===== src/ahist_pkg.sv =====
`default_nettype none
package ahist_pkg;

  localparam int COUNT_WIDTH = 32;
  localparam int OUT_W       = 32;
  localparam int TYPE_W      = 5;
  localparam int TYPE_SLOTS  = 1 << TYPE_W;
  localparam int BYTE_W      = 8;
  localparam int RUN_W       = 2;
  localparam int FIFO_DEPTH  = 3;
  localparam int FIFO_AW     = $clog2(FIFO_DEPTH);
  localparam int FIFO_CW     = $clog2(FIFO_DEPTH + 1);

  localparam logic [TYPE_W-1:0] NAL_TYPE_MASK = 5'h1f;
  localparam logic [BYTE_W-1:0] START_BYTE    = 8'h01;
  localparam logic [BYTE_W-1:0] ZERO_BYTE     = 8'h00;
  localparam logic [RUN_W-1:0]  RUN_MAX       = 2'd3;
  localparam logic [RUN_W-1:0]  RUN_START_MIN = 2'd2;

  typedef struct packed {
    logic              vld;
    logic [TYPE_W-1:0] nal_type;
  } ahist_hdr_t;

  typedef struct packed {
    logic              vld;
    logic [TYPE_W-1:0] nal_type;
    logic [OUT_W-1:0]  type_count;
    logic [OUT_W-1:0]  total_count;
  } ahist_res_t;

  function automatic logic [OUT_W-1:0] count_out(input logic [COUNT_WIDTH-1:0] c);
    logic [COUNT_WIDTH+OUT_W-1:0] ext;
    ext = {{OUT_W{1'b0}}, c};
    return ext[OUT_W-1:0];
  endfunction

endpackage
`default_nettype wire


===== src/ahist_ram.sv =====
`default_nettype none
module ahist_ram #(
  parameter int WIDTH = 32,
  parameter int DEPTH = 32
) (
  input  wire logic                     clk,
  input  wire logic                     we,
  input  wire logic [$clog2(DEPTH)-1:0] waddr,
  input  wire logic [WIDTH-1:0]         wdata,
  input  wire logic                     re,
  input  wire logic [$clog2(DEPTH)-1:0] raddr,
  output logic      [WIDTH-1:0]         rdata
);

  logic [WIDTH-1:0] mem [DEPTH];

  always_ff @(posedge clk) begin
    if (we) begin
      mem[waddr] <= wdata;
    end
    if (re) begin
      rdata <= mem[raddr];
    end
  end

endmodule
`default_nettype wire


===== src/ahist_scan.sv =====
`default_nettype none
module ahist_scan (
  input  wire logic                          clk,
  input  wire logic                          rst_n,
  input  wire logic                          in_fire,
  input  wire logic [ahist_pkg::BYTE_W-1:0]  data_byte,
  input  wire logic                          packet_end,
  output ahist_pkg::ahist_hdr_t              hdr
);

  logic [ahist_pkg::RUN_W-1:0] zero_run_r, zero_run_nxt;
  logic                        hdr_pend_r, hdr_pend_nxt;

  always_comb begin
    zero_run_nxt = zero_run_r;
    hdr_pend_nxt = hdr_pend_r;
    hdr          = '0;
    if (in_fire) begin
      if (hdr_pend_r) begin
        hdr.vld      = 1'b1;
        hdr.nal_type = data_byte[ahist_pkg::TYPE_W-1:0] & ahist_pkg::NAL_TYPE_MASK;
        hdr_pend_nxt = 1'b0;
      end else if (data_byte == ahist_pkg::START_BYTE &&
                   zero_run_r >= ahist_pkg::RUN_START_MIN) begin
        hdr_pend_nxt = 1'b1;
      end
      if (data_byte == ahist_pkg::ZERO_BYTE) begin
        if (zero_run_r != ahist_pkg::RUN_MAX) begin
          zero_run_nxt = zero_run_r + 1'b1;
        end
      end else begin
        zero_run_nxt = '0;
      end
      if (packet_end) begin
        zero_run_nxt = '0;
        hdr_pend_nxt = 1'b0;
      end
    end
  end

  always_ff @(posedge clk) begin
    if (!rst_n) begin
      zero_run_r <= '0;
      hdr_pend_r <= 1'b0;
    end else begin
      zero_run_r <= zero_run_nxt;
      hdr_pend_r <= hdr_pend_nxt;
    end
  end

endmodule
`default_nettype wire


===== src/ahist_count.sv =====
`default_nettype none
module ahist_count (
  input  wire logic              clk,
  input  wire logic              rst_n,
  input  ahist_pkg::ahist_hdr_t  hdr,
  output ahist_pkg::ahist_res_t  res
);

  localparam int CW = ahist_pkg::COUNT_WIDTH;
  localparam int TW = ahist_pkg::TYPE_W;

  logic                             s1_v_r, s1_v_nxt;
  logic [TW-1:0]                    s1_type_r, s1_type_nxt;
  logic                             fwd_v_r, fwd_v_nxt;
  logic [TW-1:0]                    fwd_type_r, fwd_type_nxt;
  logic [CW-1:0]                    fwd_data_r, fwd_data_nxt;
  logic [CW-1:0]                    total_r, total_nxt;
  logic [ahist_pkg::TYPE_SLOTS-1:0] seen_r, seen_nxt;

  logic [CW-1:0] rdata;
  logic [CW-1:0] base;
  logic [CW-1:0] new_cnt;
  logic [CW-1:0] new_total;

  ahist_ram #(
    .WIDTH(CW),
    .DEPTH(ahist_pkg::TYPE_SLOTS)
  ) u_ram (
    .clk  (clk),
    .we   (s1_v_r),
    .waddr(s1_type_r),
    .wdata(new_cnt),
    .re   (hdr.vld),
    .raddr(hdr.nal_type),
    .rdata(rdata)
  );

  // RAM returns old data on a same-cycle write; bypass the last write
  always_comb begin
    if (fwd_v_r && fwd_type_r == s1_type_r) begin
      base = fwd_data_r;
    end else if (seen_r[s1_type_r]) begin
      base = rdata;
    end else begin
      base = '0;
    end
    new_cnt   = base + CW'(1);
    new_total = total_r + CW'(1);

    s1_v_nxt     = hdr.vld;
    s1_type_nxt  = hdr.nal_type;
    fwd_v_nxt    = s1_v_r;
    fwd_type_nxt = s1_type_r;
    fwd_data_nxt = new_cnt;
    total_nxt    = total_r;
    seen_nxt     = seen_r;
    if (s1_v_r) begin
      total_nxt           = new_total;
      seen_nxt[s1_type_r] = 1'b1;
    end

    res.vld         = s1_v_r;
    res.nal_type    = s1_type_r;
    res.type_count  = ahist_pkg::count_out(new_cnt);
    res.total_count = ahist_pkg::count_out(new_total);
  end

  always_ff @(posedge clk) begin
    if (!rst_n) begin
      s1_v_r  <= 1'b0;
      fwd_v_r <= 1'b0;
      total_r <= '0;
      seen_r  <= '0;
    end else begin
      s1_v_r  <= s1_v_nxt;
      fwd_v_r <= fwd_v_nxt;
      total_r <= total_nxt;
      seen_r  <= seen_nxt;
    end
  end

  always_ff @(posedge clk) begin
    s1_type_r  <= s1_type_nxt;
    fwd_type_r <= fwd_type_nxt;
    fwd_data_r <= fwd_data_nxt;
  end

endmodule
`default_nettype wire


===== src/ahist_fifo.sv =====
`default_nettype none
module ahist_fifo (
  input  wire logic                            clk,
  input  wire logic                            rst_n,
  input  ahist_pkg::ahist_res_t                res,
  output logic                                 out_valid,
  input  wire logic                            out_ready,
  output logic [ahist_pkg::TYPE_W-1:0]         out_nal_type,
  output logic [ahist_pkg::OUT_W-1:0]          out_type_count,
  output logic [ahist_pkg::OUT_W-1:0]          out_total_count,
  output logic [ahist_pkg::FIFO_CW-1:0]        fill
);

  localparam int AW = ahist_pkg::FIFO_AW;
  localparam int CNTW = ahist_pkg::FIFO_CW;
  localparam logic [AW-1:0] LAST = AW'(ahist_pkg::FIFO_DEPTH - 1);

  ahist_pkg::ahist_res_t ent_r [ahist_pkg::FIFO_DEPTH];

  logic [AW-1:0]   wr_ptr_r, wr_ptr_nxt;
  logic [AW-1:0]   rd_ptr_r, rd_ptr_nxt;
  logic [CNTW-1:0] cnt_r, cnt_nxt;
  logic            push, pop;

  always_comb begin
    push       = res.vld;
    pop        = out_valid && out_ready;
    wr_ptr_nxt = wr_ptr_r;
    rd_ptr_nxt = rd_ptr_r;
    cnt_nxt    = cnt_r;
    if (push) begin
      wr_ptr_nxt = (wr_ptr_r == LAST) ? '0 : wr_ptr_r + 1'b1;
    end
    if (pop) begin
      rd_ptr_nxt = (rd_ptr_r == LAST) ? '0 : rd_ptr_r + 1'b1;
    end
    if (push && !pop) begin
      cnt_nxt = cnt_r + 1'b1;
    end else if (pop && !push) begin
      cnt_nxt = cnt_r - 1'b1;
    end
  end

  assign out_valid       = (cnt_r != '0);
  assign out_nal_type    = ent_r[rd_ptr_r].nal_type;
  assign out_type_count  = ent_r[rd_ptr_r].type_count;
  assign out_total_count = ent_r[rd_ptr_r].total_count;
  assign fill            = cnt_r;

  always_ff @(posedge clk) begin
    if (!rst_n) begin
      wr_ptr_r <= '0;
      rd_ptr_r <= '0;
      cnt_r    <= '0;
    end else begin
      wr_ptr_r <= wr_ptr_nxt;
      rd_ptr_r <= rd_ptr_nxt;
      cnt_r    <= cnt_nxt;
    end
  end

  always_ff @(posedge clk) begin
    if (push) begin
      ent_r[wr_ptr_r] <= res;
    end
  end

endmodule
`default_nettype wire


===== src/annexb_nal_type_histogram_unit.sv =====
`default_nettype none
// Annex-B NAL type histogram. Scans one byte per clock (in_ready stays high
// while the output is drained); each NAL header byte found after a start code
// yields one registered transaction carrying the type, its updated count
// and the updated total. The 32 per-type counters sit in a one-port-write,
// one-port-read RAM updated read-modify-write with a one-entry bypass, so
// back-to-back headers of the same type need no stall. Per-entry valid flops
// make the counters read as zero after reset, so no clearing pass is needed.
// A three-entry output queue absorbs results while the output is stalled.
module annexb_nal_type_histogram_unit (
  input  wire logic                              clk,
  input  wire logic                              rst_n,
  input  wire logic                              in_valid,
  output logic                                   in_ready,
  input  wire logic [ahist_pkg::BYTE_W-1:0]      in_data_byte,
  input  wire logic                              in_packet_end,
  output logic                                   out_valid,
  input  wire logic                              out_ready,
  output logic [ahist_pkg::TYPE_W-1:0]           out_nal_type,
  output logic [ahist_pkg::OUT_W-1:0]            out_type_count,
  output logic [ahist_pkg::OUT_W-1:0]            out_total_count
);

  localparam int CNTW = ahist_pkg::FIFO_CW + 1;

  ahist_pkg::ahist_hdr_t               hdr;
  ahist_pkg::ahist_res_t               res;
  logic [ahist_pkg::FIFO_CW-1:0]       fill;
  logic                                in_fire;
  logic [CNTW-1:0]                     inflight;

  assign inflight = CNTW'(fill) + CNTW'(res.vld);
  assign in_ready = (inflight < CNTW'(ahist_pkg::FIFO_DEPTH));
  assign in_fire  = in_valid && in_ready;

  ahist_scan u_scan (
    .clk       (clk),
    .rst_n     (rst_n),
    .in_fire   (in_fire),
    .data_byte (in_data_byte),
    .packet_end(in_packet_end),
    .hdr       (hdr)
  );

  ahist_count u_count (
    .clk  (clk),
    .rst_n(rst_n),
    .hdr  (hdr),
    .res  (res)
  );

  ahist_fifo u_fifo (
    .clk            (clk),
    .rst_n          (rst_n),
    .res            (res),
    .out_valid      (out_valid),
    .out_ready      (out_ready),
    .out_nal_type   (out_nal_type),
    .out_type_count (out_type_count),
    .out_total_count(out_total_count),
    .fill           (fill)
  );

  a_fill_bound: assert property (@(posedge clk) disable iff (!rst_n)
    CNTW'(fill) <= CNTW'(ahist_pkg::FIFO_DEPTH))
    else $error("output queue overfilled");

  a_no_push_full: assert property (@(posedge clk) disable iff (!rst_n)
    (res.vld && !(out_valid && out_ready)) |->
      (CNTW'(fill) < CNTW'(ahist_pkg::FIFO_DEPTH)))
    else $error("result pushed into full queue");

  a_hdr_to_res: assert property (@(posedge clk) disable iff (!rst_n)
    hdr.vld |=> res.vld)
    else $error("header lost before counter update");

  a_hdr_needs_fire: assert property (@(posedge clk) disable iff (!rst_n)
    hdr.vld |-> in_fire)
    else $error("header without accepted byte");

endmodule
`default_nettype wire


===== config.mk =====
export PLATFORM = sky130hd
export DESIGN_NAME = annexb_nal_type_histogram_unit
export DESIGN_NICKNAME = d
export VERILOG_FILES = /design/src/ahist_pkg.sv /design/src/ahist_ram.sv /design/src/ahist_scan.sv /design/src/ahist_count.sv /design/src/ahist_fifo.sv /design/src/annexb_nal_type_histogram_unit.sv
export SDC_FILE = /design/constraint.sdc
export NUM_CORES = 2
export LEC_CHECK = 0
export ABC_AREA = 1
export CAP_MARGIN = 20
export CORE_ASPECT_RATIO = 1.4
export CORE_MARGIN = 2
export CORE_UTILIZATION = 31
export CTS_BUF_LIST = sky130_fd_sc_hd__clkbuf_8
export DETAILED_ROUTE_END_ITERATION = 8
export DONT_BUFFER_PORTS = 1
export PLACE_DENSITY = 0.46
export SLEW_MARGIN = 10
export SYNTH_ARGS = -nofsm -noshare
export SYNTH_HDL_FRONTEND = slang
export SYNTH_HIERARCHICAL = 1
export SYNTH_SLANG_ARGS = --single-unit
export TNS_END_PERCENT = 5

===== constraint.sdc =====
create_clock -name clk -period 7.3 [get_ports clk]
set_input_delay 1.825 -clock clk [delete_from_list [all_inputs] [get_ports clk]]
set_output_delay 1.825 -clock clk [all_outputs]
set_load 0.01 [all_outputs]

# After elaboration in Yosys (flattened, before gate mapping)
# Memory sizes are Yosys's and may differ from the RTL's. A register that Yosys moved wholly into a read port is not among the register bits.
# Cells that the tools add are included.
[classes]
mux = 22
order_cmp = 4
n_eq_ne = 6
add_sub_neg = 8
reduce_logical = 13
n_bitwise = 1
[op_table]
columns = ["operator", "count"]
rows = [
  ["$add A32 B1 Y32 const B", 2],
  ["$mux W32", 2],
  ["$or A32 B32 Y32", 1],
  ["$mux W2", 9],
  ["$mux W6", 2],
  ["$add A2 B1 Y2 const B", 4],
  ["$eq A8 B1 Y1 const B", 1],
  ["$logic_not A8 Y1", 1],
  ["$logic_and A1 B1 Y1", 7],
  ["$mux W1", 7],
  ["$lt A5 B6 Y1 const B", 1],
  ["$bmux W1 S5", 1],
  ["$demux W1 S5", 1],
  ["$eq A5 B5 Y1", 1],
  ["$ge A5 B1 Y1 const B", 1],
  ["$eq A2 B2 Y1 const B", 2],
  ["$reduce_bool A2 Y1", 2],
  ["$add A2 B1 Y3", 1],
  ["$lt A3 B2 Y1 const B", 1],
  ["$ne A3 B3 Y1 const B", 1],
  ["$ge A2 B2 Y1 const B", 1],
  ["$logic_not A1 Y1", 2],
  ["$ne A2 B2 Y1 const B", 1],
  ["$reduce_and A2 Y1", 1],
  ["$sub A2 B1 Y2 const B", 1],
]
[word_totals]
reg_bits = 117
n_memories = 2
ram_bits = 1234
output_inout_bits = 71
inputBits = 13
wordCells = 68
[mem_list]
columns = ["memory", "depth", "word_bits", "read_ports", "rd_clocked_by_memory_dff", "write_ports", "line", "text"]
rows = [
  ["u_count.u_ram.mem", 32, 32, 1, 1, 1, "ahist_ram.sv:15", "logic [WIDTH-1:0] mem [DEPTH];"],
  ["u_fifo.ent_r", 3, 70, 1, 1, 1, "ahist_fifo.sv:18", "ahist_pkg::ahist_res_t ent_r [ahist_pkg::FIFO_DEPTH];"],
]

# Depth between registers and ports, before layout
[depth]
depth_word = 5
depth_mapped = 21
mapped_depth_nobuf = 19

# By module
# The synthesis kept the hierarchy.
[modules_own_cells]
columns = ["module", "area_per_inst_um2", "seq_area_each_um2", "cells_each", "n_inst"]
rows = [
  ["ahist_ram", 42726.0, 31710.4, 3536, 1],
  ["ahist_fifo", 8056.5, 6376.1, 564, 1],
  ["ahist_count", 5803.1, 2162.1, 924, 1],
  ["ahist_scan", 270.3, 60.1, 44, 1],
  ["annexb_nal_type_histogram_unit", 52.6, 0.0, 8, 1],
]

# Least setup slack after synthesis
# Ideal clock, no wire load.
[synth_path]
path_type = "register -> register"
from = "register u_count.s1_v_r, in the netlist u_count/fwd_v_nxt"
to = "memory u_fifo/ent_r[2][0] (netlist bit), enable pin"
path_buffers = 1
path_stages_with_launch = 4
required_ns = 6.719
setup_ns = 0.581
synth_period_minus_slack_ns = 5.955
setup_slack_ns = 1.345
arrival_ns = 5.374
cell_sequence = "dfxtp_1 -> buf_4 -> inv_1 -> nor3_1"
[synth_via]
elab_chain_len = 2
[synth_rtl]
columns = ["item", "line", "text"]
rows = [
  ["start, declared", "ahist_count.sv:12", "logic s1_v_r, s1_v_nxt;"],
  ["start signal, assigned", "ahist_count.sv:75", "s1_v_r <= s1_v_nxt;"],
  ["$mux W1", "ahist_fifo.sv:63", "if (push) begin"],
  ["$mux W1 (implied by the code)", "ahist_fifo.sv:64", "ent_r[wr_ptr_r] <= res;"],
  ["end, declared", "ahist_fifo.sv:18", ""],
]
# No other way between the ends.

==> flow_metrics.env <==
export IMPL_fin_area_um2=63100
export IMPL_initial_core_util=0.311
export IMPL_maxCapViolations=0
export IMPL_numPortBuffers=0
export IMPL_grt_pass1_wl_mm=250
export IMPL_rsz0062_at_grt="no"
export IMPL_insertion_delay_ps=900
export IMPL_fin_setup_tns_ps=0
export IMPL_hold_start="u_count/seen_r[16]$_SDFFE_PN0P_"
export IMPL_worst_slack_ps=1860
export IMPL_crit_required_ps=8030
export IMPL_ys_dominant_reg_cell="edfxtp_1"
export IMPL_synth_sequential_area_ratio=0.708
export IMPL_clock_root_buffer="clkbuf_8"
export IMPL_ctsResizeCount=0
export IMPL_fp_dieW_um=366
export IMPL_holdCritPathClass="flop to flop"
export IMPL_max_vdd_ir_drop_uv=162
export IMPL_synthDistinctLibCells=40
export IMPL_place_area_um2=59500
export IMPL_setup_violations=0
export IMPL_synthSimpleGateAreaFrac=0.217
export IMPL_power_switching_mw=3.18
export IMPL_ant_nets=0
export IMPL_critical_path_class="flop to flop"
export IMPL_fmax_ghz=0.184
export IMPL_globalplace_congestion=0.832
export IMPL_status="finished, final reports clean"
export IMPL_syn_area_um2=56900
export IMPL_synth_warnings=6
export IMPL_arrival_ps=6170
export IMPL_hold_viol=0
export IMPL_place_ws_ps=1910
export IMPL_cts_tree="yes"
export IMPL_holdBufCountCts=0
export IMPL_fp_dieH_um=511
export IMPL_synth_mux_area_frac=0
export IMPL_synth_area_per_cell_um2=11.2
export IMPL_clk_pin_slew_ps=60
export IMPL_critPathCaptureType="flop"
export IMPL_cp_startpoint="u_count/fwd_type_nxt[0]$_DFF_P_"
export IMPL_core_um2=183000
export IMPL_async_flop_share=0
export IMPL_synth_cells=5076
export IMPL_wl_per_cell_um=22.1
export IMPL_multiInputGateArea_um2=14500
export IMPL_power_frac_clock=0.395
export IMPL_crit_fanout=34
export IMPL_synth_compound_area_frac=0.0221
export IMPL_slew_headroom=0.276
export IMPL_drive_gt1_frac=0.0896
export IMPL_grt_use_total=0.178
export IMPL_fill_cells=18500
export IMPL_fin_crit_sh=0.745
export IMPL_h_tree_depth=4
export IMPL_finalClockSkew_ps=35.3
export IMPL_post_cts_setup_buffer_count=0
export IMPL_post_drt_via_cell_ratio=4.84
export IMPL_period_needed_ps=5440
export IMPL_p_int_mw=11.3
export IMPL_synth_edf_count=1263
export IMPL_grt_remaining_overflow=0
export IMPL_clock_sinks=1382
export IMPL_antenna_found_initial=3
export IMPL_yosys_register_bits=1382
export IMPL_powerDensity_nw_per_um2=230
export IMPL_synth_top_family_by_area="simple AND/OR/NAND/NOR gates"
export IMPL_yosys_area_share_adder=0.00154
export IMPL_maxSlewViolCount=0
export IMPL_power_frac_comb=0.018
export IMPL_cts_made_buffers=201
export IMPL_nets=5128
export IMPL_register_area_um2=40300
export IMPL_grt_pass1_vias=37000
export IMPL_synth_xor_area_frac=0.00646
export IMPL_first_iter_violations=2682
export IMPL_wl_mm=170
export IMPL_utilization=0.345
export IMPL_grt_max_degree=169
export IMPL_dp_hpwl_mm=88.4
export IMPL_via_count=37300
export IMPL_cts_buffer_depth=3
export IMPL_hold_worst_slack_ps=455
export IMPL_postSynthNetCount=5096
export IMPL_power_leakage_nw=23.2
export IMPL_worst_setup_path_start_kind="flop"
export IMPL_drc=0
export IMPL_worst_pin_slew_ps=1080
export IMPL_dieArea_um2=187000
export IMPL_dr_pass1_iters=5
export IMPL_ios=84
export IMPL_swShare=0.219
export IMPL_fp_row_count=186
export IMPL_timing_rr_start="u_count/fwd_type_nxt[0]$_DFF_P_"
export IMPL_power_frac_seq=0.587
export IMPL_areaGrowthSynthToFinish_pct=10.8
sequential cells by signal, summed over array words and instances (netlist names), named ones only:
register,flops
u_count/fwd_data_r,32
u_count/fwd_type_nxt,5
u_count/fwd_type_r,5
u_count/fwd_v_nxt,1
u_count/fwd_v_r,1
u_count/seen_r,32
u_count/total_r,32
u_count/u_ram/mem,1024
u_count/u_ram/rdata,32
u_fifo/ent_r,207
u_fifo/fill,2
u_fifo/rd_ptr_r,2
u_fifo/wr_ptr_r,2
u_scan/hdr_pend_r,1
u_scan/zero_run_r,2
layer usage:
layer | part of all wire | wire length (um) | GRT usage
met1 | 0.42 | 70700 | 0.218
met3 | 0.042 | 7100 | 0.0248
met2 | 0.52 | 88000 | 0.322
met4 | 0.025 | 4280 | 0.0537
met5 | 0 | 0 | 0
layout make-up:
cell class                 instances  area share
tap                             2444      0.0485
multi-input combinational       3256       0.231
sequential                      1382       0.639
timing repair buffer             104      0.0150
inverter                         163      0.0103
antenna                            2   0.0000793
clock inverter                   140      0.0105
clock buffer                     211      0.0460
per-stage QoR:
step / cells / total power, mW
after global routing: 7701 / 15.0
after CTS: 7699 / 14.7
final: 7702 / 14.5
after global placement: 7341 / 8.96
after detailed placement: 7348 / 8.96
after floorplan: 5076 / 8.88
placed cells by master, fill, tap and decap left out, types with 9 or more instances in the layout:
cell      netlist  layout
a21oi_1       187     186
a21oi_2        10      10
buf_12          1      11
buf_4          30      90
clkbuf_8        0     211
clkinv_1        2      44
clkinv_2        1      23
dfxtp_1       119     117
edfxtp_1     1263    1263
inv_1         149     215
inv_2          10       9
nand2_1      1852    1849
nand2_2        18      21
nand3_1       813     813
nor2_1        231     194
nor2_2         11      11
nor2_4          3      40
nor3_1         17      16
o21ai_0        34      34
xor2_1         37      27
cell usage after synthesis (10+ instances only):
master	instances	share of area
nand2_2	18	0.0020
nor3_1	17	0.0015
inv_1	149	0.0098
o21ai_0	34	0.0030
buf_6	75	0.015
nor2_2	11	0.0012
a21oi_1	187	0.016
dfxtp_1	119	0.042
buf_4	30	0.0040
inv_2	10	0.00066
edfxtp_1	1263	0.67
nand2_1	1852	0.12
buf_1	18	0.0012
a21oi_2	10	0.0015
nand3_1	813	0.071
buf_2	110	0.0097
nor2_1	231	0.015
xor2_1	37	0.0057
clkbuf_1	38	0.0025
power groups by stage:
stage               Sequential [mW]  Clock [mW]  Combinational (mW)
global placement               8.69           0               0.275
global route                   8.51        6.20               0.295
detailed placement             8.69           0               0.277
floorplan                      8.68           0               0.202
CTS                            8.52        5.91               0.277
finish                         8.52        5.72               0.266
critical path, cell delays in order (launching register included):
cell and delay, ps:
dfxtp_1 1010, inv_2 400, nor2_1 190, nor2_1 80
nand3_2 130, buf_4 460, nand2_1 130, inv_1 170
a21oi_4 80, inv_1 170, ha_1 340, nand2_1 90
nor2_1 300, nand2_1 160, nor2_2 330, xor2_4 850
buf_4 310
worst paths after layout:
path	end	slack (ps)	depth (start not counted)
hold / removal	u_count/seen_r[16]$_SDFFE_PN0P_	460	2
setup / recovery	u_count/u_ram/mem[22][14]$_DFFE_PP_	1860	16
setup reg to reg	u_count/u_ram/mem[22][14]$_DFFE_PP_	1860	16
hold reg to reg	u_count/seen_r[16]$_SDFFE_PN0P_	460	2
logic make-up (layout without fill, tap and decap cells):
group           count (synthesis)  in the layout
buf+inv                       438            618
xor+xnor                       42             42
flops                        1382           1382
simple gates                 2967           2967
fa+ha+maj                       7              7
compound gates                240            240
other cells                     0              2
Power figures use the tool's default switching activity.
